===== src/rtl/ckfa_pkg.sv =====
`timescale 1ns / 1ps

package ckfa_pkg;

  localparam logic [7:0] CH_STAR = 8'h2A;
  localparam logic [7:0] CH_LF   = 8'h0A;
  localparam logic [7:0] CH_ZERO = 8'h30;
  localparam logic [7:0] CH_A    = 8'h41;
  localparam logic [3:0] HEX_TEN = 4'd10;

  typedef enum logic [2:0] {
    TR_IDLE,
    TR_STAR,
    TR_HI,
    TR_LO,
    TR_LF
  } trl_state_t;

  typedef struct packed {
    logic       busy;
    logic [7:0] tx_byte;
    logic       frame_done;
  } trl_t;

  function automatic logic [7:0] hex_digit(input logic [3:0] nibble);
    logic [7:0] res;
    if (nibble < HEX_TEN) begin
      res = CH_ZERO + {4'd0, nibble};
    end else begin
      res = CH_A + {4'd0, nibble - HEX_TEN};
    end
    return res;
  endfunction

endpackage


===== src/rtl/ckfa_trailer.sv =====
`timescale 1ns / 1ps

module ckfa_trailer (
  input  logic          clk,
  input  logic          rst_n,
  input  logic          start,
  input  logic [7:0]    start_sum,
  input  logic          advance,
  output ckfa_pkg::trl_t trl
);
  import ckfa_pkg::*;

  trl_state_t state_r, state_nxt;
  logic [7:0] sum_r, sum_nxt;

  always_ff @(posedge clk) begin
    if (!rst_n) begin
      state_r <= TR_IDLE;
    end else begin
      state_r <= state_nxt;
    end
  end

  always_ff @(posedge clk) begin
    sum_r <= sum_nxt;
  end

  always_comb begin
    state_nxt      = state_r;
    sum_nxt        = sum_r;
    trl.busy       = 1'b1;
    trl.tx_byte    = CH_STAR;
    trl.frame_done = 1'b0;
    case (state_r)
      TR_IDLE: begin
        trl.busy = 1'b0;
        if (start) begin
          state_nxt = TR_STAR;
          sum_nxt   = start_sum;
        end
      end
      TR_STAR: begin
        trl.tx_byte = CH_STAR;
        if (advance) begin
          state_nxt = (sum_r >= 8'd16) ? TR_HI : TR_LO;
        end
      end
      TR_HI: begin
        trl.tx_byte = hex_digit(sum_r[7:4]);
        if (advance) begin
          state_nxt = TR_LO;
        end
      end
      TR_LO: begin
        trl.tx_byte = hex_digit(sum_r[3:0]);
        if (advance) begin
          state_nxt = TR_LF;
        end
      end
      TR_LF: begin
        trl.tx_byte    = CH_LF;
        trl.frame_done = 1'b1;
        if (advance) begin
          state_nxt = TR_IDLE;
        end
      end
      default: begin
        state_nxt = TR_IDLE;
      end
    endcase
  end

endmodule


===== src/rtl/checksum_frame_appender_unit.sv =====
`timescale 1ns / 1ps
// Channel  Direction  Signals
// in_      input      in_valid, in_ready, in_payload_byte, in_final_byte
// out_     output     out_valid, out_ready, out_tx_byte, out_frame_done
//
// A payload byte is taken when it arrives and is on the output register the
// next cycle, so a frame sustains one byte per cycle unless the output stalls.
// A final byte is followed by 3 or 4 trailer bytes from the trailer sequencer,
// one per cycle unless stalled; input is held off while they go out.
// Input ready follows output ready through the output register, so a stall
// on the output stops the input in the same cycle and nothing is lost.
// Synchronous active-low reset clears the running sum and all valid state.

module checksum_frame_appender_unit (
  input  logic       clk,
  input  logic       rst_n,
  input  logic       in_valid,
  output logic       in_ready,
  input  logic [7:0] in_payload_byte,
  input  logic       in_final_byte,
  output logic       out_valid,
  input  logic       out_ready,
  output logic [7:0] out_tx_byte,
  output logic       out_frame_done
);
  import ckfa_pkg::*;

  logic [7:0] sum_r, sum_nxt;
  logic       out_valid_r, out_valid_nxt;
  logic [7:0] tx_byte_r, tx_byte_nxt;
  logic       frame_done_r, frame_done_nxt;
  logic [7:0] sum_add;
  logic       out_free;
  logic       in_xfer;
  logic       trl_adv;
  trl_t       trl;

  assign sum_add  = sum_r + in_payload_byte;
  assign out_free = !out_valid_r || out_ready;
  assign in_ready = out_free && !trl.busy;
  assign in_xfer  = in_valid && in_ready;
  assign trl_adv  = trl.busy && out_free;

  ckfa_trailer u_trailer (
    .clk       (clk),
    .rst_n     (rst_n),
    .start     (in_xfer && in_final_byte),
    .start_sum (sum_add),
    .advance   (trl_adv),
    .trl       (trl)
  );

  always_comb begin
    sum_nxt        = sum_r;
    out_valid_nxt  = out_valid_r;
    tx_byte_nxt    = tx_byte_r;
    frame_done_nxt = frame_done_r;
    if (out_valid_r && out_ready) begin
      out_valid_nxt = 1'b0;
    end
    if (in_xfer) begin
      sum_nxt        = in_final_byte ? 8'd0 : sum_add;
      out_valid_nxt  = 1'b1;
      tx_byte_nxt    = in_payload_byte;
      frame_done_nxt = 1'b0;
    end else if (trl_adv) begin
      out_valid_nxt  = 1'b1;
      tx_byte_nxt    = trl.tx_byte;
      frame_done_nxt = trl.frame_done;
    end
  end

  always_ff @(posedge clk) begin
    if (!rst_n) begin
      sum_r       <= 8'd0;
      out_valid_r <= 1'b0;
    end else begin
      sum_r       <= sum_nxt;
      out_valid_r <= out_valid_nxt;
    end
  end

  always_ff @(posedge clk) begin
    tx_byte_r    <= tx_byte_nxt;
    frame_done_r <= frame_done_nxt;
  end

  assign out_valid      = out_valid_r;
  assign out_tx_byte    = tx_byte_r;
  assign out_frame_done = frame_done_r;

  a_final_starts_trailer: assert property (@(posedge clk) disable iff (!rst_n)
    in_xfer && in_final_byte |=> trl.busy && (sum_r == 8'd0))
    else $error("final byte transfer did not start the trailer");

  a_sum_accumulates: assert property (@(posedge clk) disable iff (!rst_n)
    in_xfer && !in_final_byte |=> sum_r == $past(sum_add))
    else $error("running sum did not take the transferred byte");

  a_done_is_lf: assert property (@(posedge clk) disable iff (!rst_n)
    out_valid && out_frame_done |-> out_tx_byte == CH_LF)
    else $error("frame end marked on a byte other than line feed");

  a_no_input_in_trailer: assert property (@(posedge clk) disable iff (!rst_n)
    trl.busy |-> !in_xfer)
    else $error("input transfer during trailer");

endmodule

===== config.mk =====
export PLATFORM = sky130hd
export DESIGN_NAME = checksum_frame_appender_unit
export DESIGN_NICKNAME = d
export VERILOG_FILES = /design/src/rtl/ckfa_pkg.sv /design/src/rtl/ckfa_trailer.sv /design/src/rtl/checksum_frame_appender_unit.sv
export SDC_FILE = /design/constraint.sdc
export NUM_CORES = 1
export LEC_CHECK = 0
export ABC_AREA = 1
export ABC_CLOCK_PERIOD_IN_PS = 1600
export BUFFER_PORTS_ARGS = -buffer_cell sky130_fd_sc_hd__buf_2
export CAP_MARGIN = 30
export CORE_AREA = 2 2 72 74
export DETAILED_ROUTE_END_ITERATION = 8
export DIE_AREA = 0 0 74 76
export MAX_ROUTING_LAYER = met4
export SLEW_MARGIN = 20
export SYNTH_ARGS = -nofsm -noshare
export SYNTH_HDL_FRONTEND = slang
export SYNTH_SLANG_ARGS = --single-unit

===== constraint.sdc =====
create_clock -name clk -period 1.6 [get_ports clk]
set_input_delay 0.4 -clock clk [delete_from_list [all_inputs] [get_ports clk]]
set_output_delay 0.4 -clock clk [all_outputs]
set_load 0.03 [all_outputs]

# Word-level counts from Yosys, hierarchy flattened

Index checks and enable logic that the tools add are counted.

Register bits after elaboration: 29
Bits of input ports: 13
Output and inout port bits: 11
Logic and storage cells: 55

Add/subtract/negate cells: 7
Order comparisons: 3
Eq/ne operators: 9
Multiplexer cells: 18
Reductions and logical operators: 12

Operators with widths:

| kind                | count |
|---|---|
| $mux 8              | 5 |
| $pmux 8 s3          | 1 |
| $add 7x4->8 const A | 2 |
| $mux 3              | 5 |
| $pmux 3 s5          | 1 |
| $add 6x4->7 const A | 2 |
| $add 8x8->8         | 1 |
| $ge 8x5->1 const B  | 1 |
| $lt 4x4->1 const B  | 2 |
| $ne 2x2->1 const B  | 4 |
| $sub 4x4->4 const B | 2 |
| $eq 3x2->1 const B  | 2 |
| $mux 1              | 6 |
| $logic_and 1x1->1   | 5 |
| $reduce_and 5->1    | 1 |
| $eq 3x1->1 const B  | 1 |
| $eq 3x3->1 const B  | 1 |
| $logic_not 3->1     | 1 |
| $reduce_bool 3->1   | 1 |
| $ne 2x1->1 const B  | 1 |
| $reduce_and 2->1    | 1 |
| $reduce_bool 2->1   | 1 |
| $logic_not 1->1     | 1 |
| $logic_or 1x1->1    | 1 |

# Longest topological paths before layout

Gate-level depths: netlist (run 1).

Depth after elaboration: 7
Gate-level depth with buffers: 9
Mapped depth without buffers: 9

# Cells and area by module

From an unflattened synthesis (run 1), not the netlist that was laid out.

Cells, all modules: 257
Area, all modules: 1988.2 um^2

By module, submodules not included:

| module                       | instances | cells each | area each (um^2) | sequential area each (um^2) |
|---|---|---|---|---|
| checksum_frame_appender_unit | 1         | 146        | 1124.8           | 440.4 |
| ckfa_trailer                 | 1         | 111        | 863.3            | 300.3 |

# Worst setup path after synthesis (run 1)

OpenSTA, ideal clock, no wires.

Kind: reg2reg
From: register out_valid_r, in the netlist out_valid
To: register u_trailer.sum_r[0] (enable)
Library setup time: 371 ps
Arrival time: 1559 ps
Data required time: 1229 ps
Path slack: -329 ps
Stages on the path, launching flop included: 7
Path buffers: 1
Clock period less this slack: 1929 ps
Cell sequence: dfxtp_1 > nand2_1 > inv_1 > nor2_4 > nand2_4 > buf_4 > nor2_1

Cells in the longest elaborated chain, start to end: 6

RTL lines:

| element                           | RTL line                           | text |
|---|---|---|
| start: declaration                | checksum_frame_appender_unit.sv:29 | `logic out_valid_r, out_valid_nxt;` |
| start signal: assignment          | checksum_frame_appender_unit.sv:79 | `out_valid_r <= out_valid_nxt;` |
| $logic_not 1->1                   | checksum_frame_appender_unit.sv:39 | `assign out_free = !out_valid_r \|\| out_ready;` |
| $logic_or 1x1->1                  | checksum_frame_appender_unit.sv:39 |  |
| $logic_and 1x1->1                 | checksum_frame_appender_unit.sv:40 | `assign in_ready = out_free && !trl.busy;` |
| via in_ready                      | checksum_frame_appender_unit.sv:18 | `output logic in_ready,` |
| $logic_and 1x1->1                 | checksum_frame_appender_unit.sv:41 | `assign in_xfer = in_valid && in_ready;` |
| $logic_and 1x1->1                 | checksum_frame_appender_unit.sv:47 | `.start (in_xfer && in_final_byte),` |
| $reduce_and 2->1 (no source line) | n/a                                |  |
| end signal: assignment            | ckfa_trailer.sv:25                 | `sum_r <= sum_nxt;` |
| end: declaration                  | ckfa_trailer.sv:14                 | `logic [7:0] sum_r, sum_nxt;` |

The timed path passes the listed nets, and every way through them passes these cells.
A chain may end at the register's enable or synchronous reset.

# Worst setup path in the final report (run 1)

From: register u_trailer.state_r[2]
To: output in_ready

Cells in the longest elaborated chain, start to end: 2

RTL lines:

| element                  | RTL line                           | text |
|---|---|---|
| start: declaration       | ckfa_trailer.sv:13                 | `trl_state_t state_r, state_nxt;` |
| start signal: assignment | ckfa_trailer.sv:20                 | `state_r <= state_nxt;` |
| $logic_not 3->1          | ckfa_trailer.sv:34                 | `case (state_r)` |
| $logic_and 1x1->1        | checksum_frame_appender_unit.sv:40 |  |
| end: declaration         | checksum_frame_appender_unit.sv:18 |  |

Every way passes these cells.

==> impl_metrics.ini, run 1 <==
[power]
internal_power_mw = 2.27
power_mw = 3.78
p_clk_share_pct = 24.3
p_sw_mw = 1.52
p_leak_nw = 1.18
pwr-share-comb_pct = 44.2
power_frac_seq_pct = 31.5
powerDensity_nw_per_um2 = 1590
vdd_drop_max_v = 0.000734
p_sw_share_pct = 40.1

[timing]
fmax_mhz = 650
fin_setup_tns_ns = 0
tightest_slew_ns = 0.333
rsz0062_at_grt = true
fin_crit_sh_pct = 96.2
hold_viol = 0
min_period_ns = 1.54
fin_worst_skew_ns = 0.0113
slew_viol_final = 0
maxSlewHeadroom_pct = 77.7
setup_viol = 0

[critical_path]
cp.arrival_ns = 1.14
r2r_start = sum_r[0]
crit_fanout = 4
worstRegToRegCells = 6
timing.rr.end = sum_r[4]
critical_path_class = flop to output port
start_kind = flop
r2r_slack_ns = 0.08
cp-end-kind = output port
cp.required_ns = 1.20

[yosys]
synth_area_per_cell_um2 = 7.67
synth_top_area_cell = edfxtp_1
synthArstFlopShare_pct = 0
netlist.area_leader.share_pct = 25.2
synth_nets = 277
synth_edf_count = 16
ys.warnings.count = 0
synth_cell_types = 30
synthTopCellsByCount = 65 x nand2_1, 38 x inv_1, 23 x nor2_1
syn_area_um2 = 1900
ys_ff_latch = 29
synth.most_common_cell = nand2_1
synth-main-ff-cell = edfxtp_1
netlist_instances = 248
synthTopCellsByArea = edfxtp_1 25%, dfxtp_1 14%, nand2_1 13%, ha_1 9.9%, inv_1 7.5%
seq_area_frac_synth_pct = 38.9

[finish]
layout-drive-gt1-share_pct = 24.0
fin_util_pct = 48.5
area_growth_pct = 25.1
fin_nets = 320
stdcell_area_um2 = 2380
diodes = 0

[routing]
routedWlPerCell_um = 11.8
wl_um = 4270
viasPerCell = 4.54
drt_iter0_drc = 57
via_count = 1644
drc = 0
first_pass_iters = 4
ant_nets = 0

[clock_tree]
cts-htree-levels = 2
cts_tree = built
cts_inserted_buffers = 5
clock_latency_ns = 0.28
clk_pin_slew_worst_paths_ns = 0.07
cts.sinks = 29
clk_path_buf_depth = 2
cts_root_buffer = clkbuf_8

[grt]
grt_max_degree = 11
grt_first_pass_wirelength_um = 7210
grt-ovfl-total = 0
grt.total_usage_pct = 17.3
grt_pass1_vias = 1560
antenna_found_initial = 0

[worst_hold_path]
min_from = rst_n
hp-class = input port to flop
whs_path_depth = 3
whs_endpoint = u_trailer.state_r[2]

[place]
port_buffers = 23
dp_hpwl_um = 3320
post_dp_cell_area_um2 = 2210
routabilityCongestion = 0.896

[floorplan]
start_util_pct = 38.7
die-area_um2 = 5620
die_h_um = 76
io_pins = 24
dieWidth_um = 74
core-area_um2 = 4910
num_rows = 26

[status]
status = finished, final reports clean

[run]
max_cap_viol_count = 0
[cell families after synthesis]
kind of cell / count (synthesis) / share of synthesized area [%]
AND/OR/NAND/NOR: 126 / 30.3
buffers and inverters: 43 / 8.74
flip-flops: 29 / 38.9
AO/OA/AOI/OAI: 26 / 7.43
adder cells (fa/ha/maj): 16 / 10.9
XOR/XNOR: 8 / 3.68
[state kept, by name, indices dropped and copies added, names as in the netlist]
| name | count |
|---|---|
| out_frame_done | 1 |
| out_tx_byte | 8 |
| out_valid | 1 |
| sum_r | 8 |
| u_trailer.state_r | 3 |
| u_trailer.sum_r | 8 |
[area by class of cell]
type / instances / area, um^2
clock buffers: 5 / 68.8
clock inverters: 3 / 65.1
fillers: 479 / 2530
inverters: 41 / 154
multi-input cells: 176 / 1030
flip-flops and latches: 29 / 746
well taps: 70 / 87.6
repair buffers: 38 / 234
[power by group through the flow]
stage	sequential (mW)	combinational, mW	clock [mW]
final	1.19	1.67	0.919
after global routing	1.22	1.86	0.962
after detailed placement	1.20	1.64	0
after floorplan	1.44	0.961	0
after global placement	1.20	1.62	0
after CTS	1.19	1.66	0.936
[per-layer routing]
metal  track usage (%)  part of all wire, %
met1              21.6                   45
met2              27.5                   51
met3              3.57                  2.6
met4              5.82                  1.8
met5                 -                    0
[worst max-delay path by stage]
| stage | depth (start not counted) | from | end | slack (ns) |
|---|---|---|---|---|
| after floorplan | 6 | u_trailer.state_r[2] | u_trailer.sum_r[0] | 0.0005 |
| final | 4 | u_trailer.state_r[2] | in_ready | 0.06 |
| after global routing | 7 | u_trailer.sum_r[5] | out_tx_byte[3] | -0.003 |
| after CTS | 4 | u_trailer.state_r[2] | in_ready | 0.02 |
| after detailed placement | 6 | in_payload_byte[0] | u_trailer.sum_r[6] | -0.13 |
| after global placement | 7 | in_payload_byte[0] | sum_r[4] | -0.10 |
[cell usage in the layout, fill, tap and decap left out]
| cell type | Yosys | layout |
|---|---|---|
| o2111ai_1 | 1 | 1 |
| clkinv_2 | 0 | 1 |
| xnor2_2 | 0 | 1 |
| buf_6 | 0 | 1 |
| ha_1 | 15 | 14 |
| nand3_1 | 18 | 17 |
| buf_4 | 1 | 15 |
| xor2_1 | 4 | 4 |
| nand4_1 | 4 | 4 |
| edfxtp_1 | 16 | 16 |
| nand3_2 | 0 | 1 |
| nand2_2 | 3 | 5 |
| xnor2_1 | 4 | 3 |
| nor2_4 | 3 | 4 |
| nand2_4 | 1 | 1 |
| nand3b_1 | 1 | 1 |
| dfxtp_2 | 0 | 4 |
| nor2_1 | 23 | 22 |
| and2_1 | 3 | 3 |
| nor2_8 | 1 | 1 |
| bufinv_16 | 0 | 2 |
| a31oi_1 | 2 | 2 |
| fa_2 | 0 | 1 |
| clkbuf_8 | 0 | 5 |
| or2_2 | 1 | 1 |
| nor3_1 | 3 | 3 |
| o21ai_2 | 1 | 1 |
| o21ai_1 | 1 | 2 |
| nand2_1 | 65 | 63 |
| dfxtp_1 | 13 | 9 |
| o21ai_0 | 5 | 4 |
| buf_2 | 0 | 22 |
| clkinv_1 | 1 | 1 |
| inv_1 | 38 | 37 |
| o22ai_1 | 1 | 1 |
| a21oi_1 | 15 | 15 |
| inv_2 | 2 | 3 |
| ha_2 | 0 | 1 |
[stage by stage]
| stage | hold slack, ns | std cells | worst slack, ns |
|---|---|---|---|
| finish | 0.366 | 362 | 0.0613 |
| global route | 0.381 | 362 | -0.00310 |
| CTS | 0.362 | 360 | 0.0196 |
| detailed placement | 0.461 | 352 | -0.133 |
| global placement | 0.459 | 352 | -0.104 |
| floorplan | 0.447 | 248 | 0.000465 |
[what timing repair did]
item,in CTS,in global routing
pin swaps,0,3
hold buffers,0,0
buffers inserted,0,2
gates resized for setup,2,8
endpoints found under the setup margin,1,4
[critical path, stage by stage, from the launching register on]
cell and delay (ns):
dfxtp_2 0.36, nor2_4 0.13, nand2_2 0.09, nor2_4 0.13, buf_6 0.14
No activity file was read; power rests on OpenSTA's default activity.
==> inputs of run 2 (changes only) <==
==> constraint.sdc (replaced) <==
create_clock -name clk -period 1.6 [get_ports clk]
set_input_delay 0.4 -clock clk [delete_from_list [all_inputs] [get_ports clk]]
set_output_delay 0.4 -clock clk [all_outputs]
set_load 0.01 [all_outputs]
==> run 2 against run 1 <==
  * Via count down 0.30%
  * Die area unchanged
  * Final cell count did not move
  * Wire length is 5.5% lower
  * Sequential power hardly changed
  * First-iteration DRC count up 60%
  * Sequential share of layout area is 0.75 points higher
  * Highest routed layer unchanged
==> impl_metrics.ini, run 2 (synthesis results as in run 1) <==
[status]
status = finished, final reports clean

[critical_path]
crit_fanout = 4
critical_path_class = flop to output port
cp-end-kind = output port
start_kind = flop
cp.arrival_ns = 1.12
cp.required_ns = 1.20

[place]
routabilityCongestion = 0.882
dp_hpwl_um = 3250
dp.cells = 354
port_buffers = 23

[grt]
antenna_found_initial = 0
grt-ovfl-total = 0
grt_first_pass_wirelength_um = 6860
grt_pass1_vias = 1570
grt.total_usage_pct = 16.5
grt_max_degree = 15

[clock_tree]
cts_tree = built
cts-htree-levels = 2
postCtsSetupBuffers = 0
hold_buffers = 0
cts_root_buffer = clkbuf_8
clk_path_buf_depth = 2
cts.sinks = 29
cts_resized = 0
clk_pin_slew_worst_paths_ns = 0.06
clock_latency_ns = 0.29
cts_inserted_buffers = 5

[routing]
drt_iter0_drc = 91
wl_um = 4030
viasPerCell = 4.53
via_count = 1639
first_pass_iters = 6
drc = 0
ant_nets = 0
routedWlPerCell_um = 11.1

[timing]
slew_viol_final = 0
tightest_slew_ns = 0.287
fin_worst_skew_ns = 0.00689
setup_viol = 0
rsz0062_at_grt = true
maxSlewHeadroom_pct = 80.7
min_period_ns = 1.52
whs_ns = 0.368
hold_viol = 0
fin_crit_sh_pct = 95.0
fmax_mhz = 658

[power]
p_leak_nw = 1.15
p_clk_share_pct = 18.3
p_sw_mw = 1.27
pwr-share-comb_pct = 45.1
p_sw_share_pct = 39.3
internal_power_mw = 1.96
power_frac_seq_pct = 36.6
powerDensity_nw_per_um2 = 1400
vdd_drop_max_v = 0.000429
power_mw = 3.23

[finish]
finalNonFillerCells = 362
area_growth_pct = 21.6
fin_nets = 320
layout_commonest_cell = nand2_1
layout_common_cells = 65 x nand2_1, 37 x inv_1, 23 x buf_2
layout-drive-gt1-share_pct = 20.5
fin_util_pct = 47.1
diodes = 0

[floorplan]
start_util_pct = 38.7
dieWidth_um = 74
die_h_um = 76
die-area_um2 = 5620
core-area_um2 = 4910
io_pins = 24
num_rows = 26

[worst_hold_path]
hp-class = input port to flop

[run]
max_cap_viol_count = 0
## run 2: changes by cell type in the layout (fill, tap and decap cells not counted), moves of 2 or more
cell,change
dfxtp_1,+3
dfxtp_2,-3
bufinv_16,-2
clkbuf_1,+2
nand2_1,+2
nand2_2,-2
## run 2: final timing paths
check,start,end,slack (ns),cells past startpoint
worst max register to register,sum_r[0],u_trailer.sum_r[6],0.09,5
worst min-delay path,rst_n,u_trailer.state_r[2],0.37,3
worst min register to register,sum_r[0],sum_r[0],0.47,2
worst max-delay path,u_trailer.state_r[2],in_ready,0.08,4
## run 2: metrics by stage
stage	TNS, ns	setup slack (ns)	area, um^2
floorplan	0	0.0331	1910
global placement	-0.543	-0.115	2230
detailed placement	-0.642	-0.143	2230
CTS	0	0.0468	2310
global route	-0.00202	-0.00202	2310
finish	0	0.0800	2310
## run 2: layout make-up
type / count / area, um^2
Clock buffer: 7 / 76.3
Clock inverter: 1 / 3.75
Fill cell: 504 / 2600
Inverter: 41 / 154
Multi-Input combinational cell: 176 / 1010
Sequential cell: 29 / 742
Tap cell: 70 / 87.6
Timing Repair Buffer: 38 / 240
## run 2: per-layer routing
metal,track usage [%],share of wire (%),vias up
li1,-,-,885
met1,20.0,47,717
met2,25.5,47,29
met3,4.50,3.9,8
met4,6.91,2.3,0
met5,-,0,-
## run 2: worst max-delay path: stages, from the launching register on
cell,delay [ns]
dfxtp_2,0.35
nor2_4,0.13
nand2_2,0.10
nor2_4,0.12
buf_2,0.14
## run 2: power groups by stage
stage	clock (mW)	sequential (mW)	combinational (mW)
6_report	0.593	1.18	1.46
5_1_grt	0.624	1.22	1.65
4_1_cts	0.596	1.18	1.48
3_5_place_dp	0	1.20	1.47
3_3_place_gp	0	1.19	1.46
2_1_floorplan	0	1.25	0.912
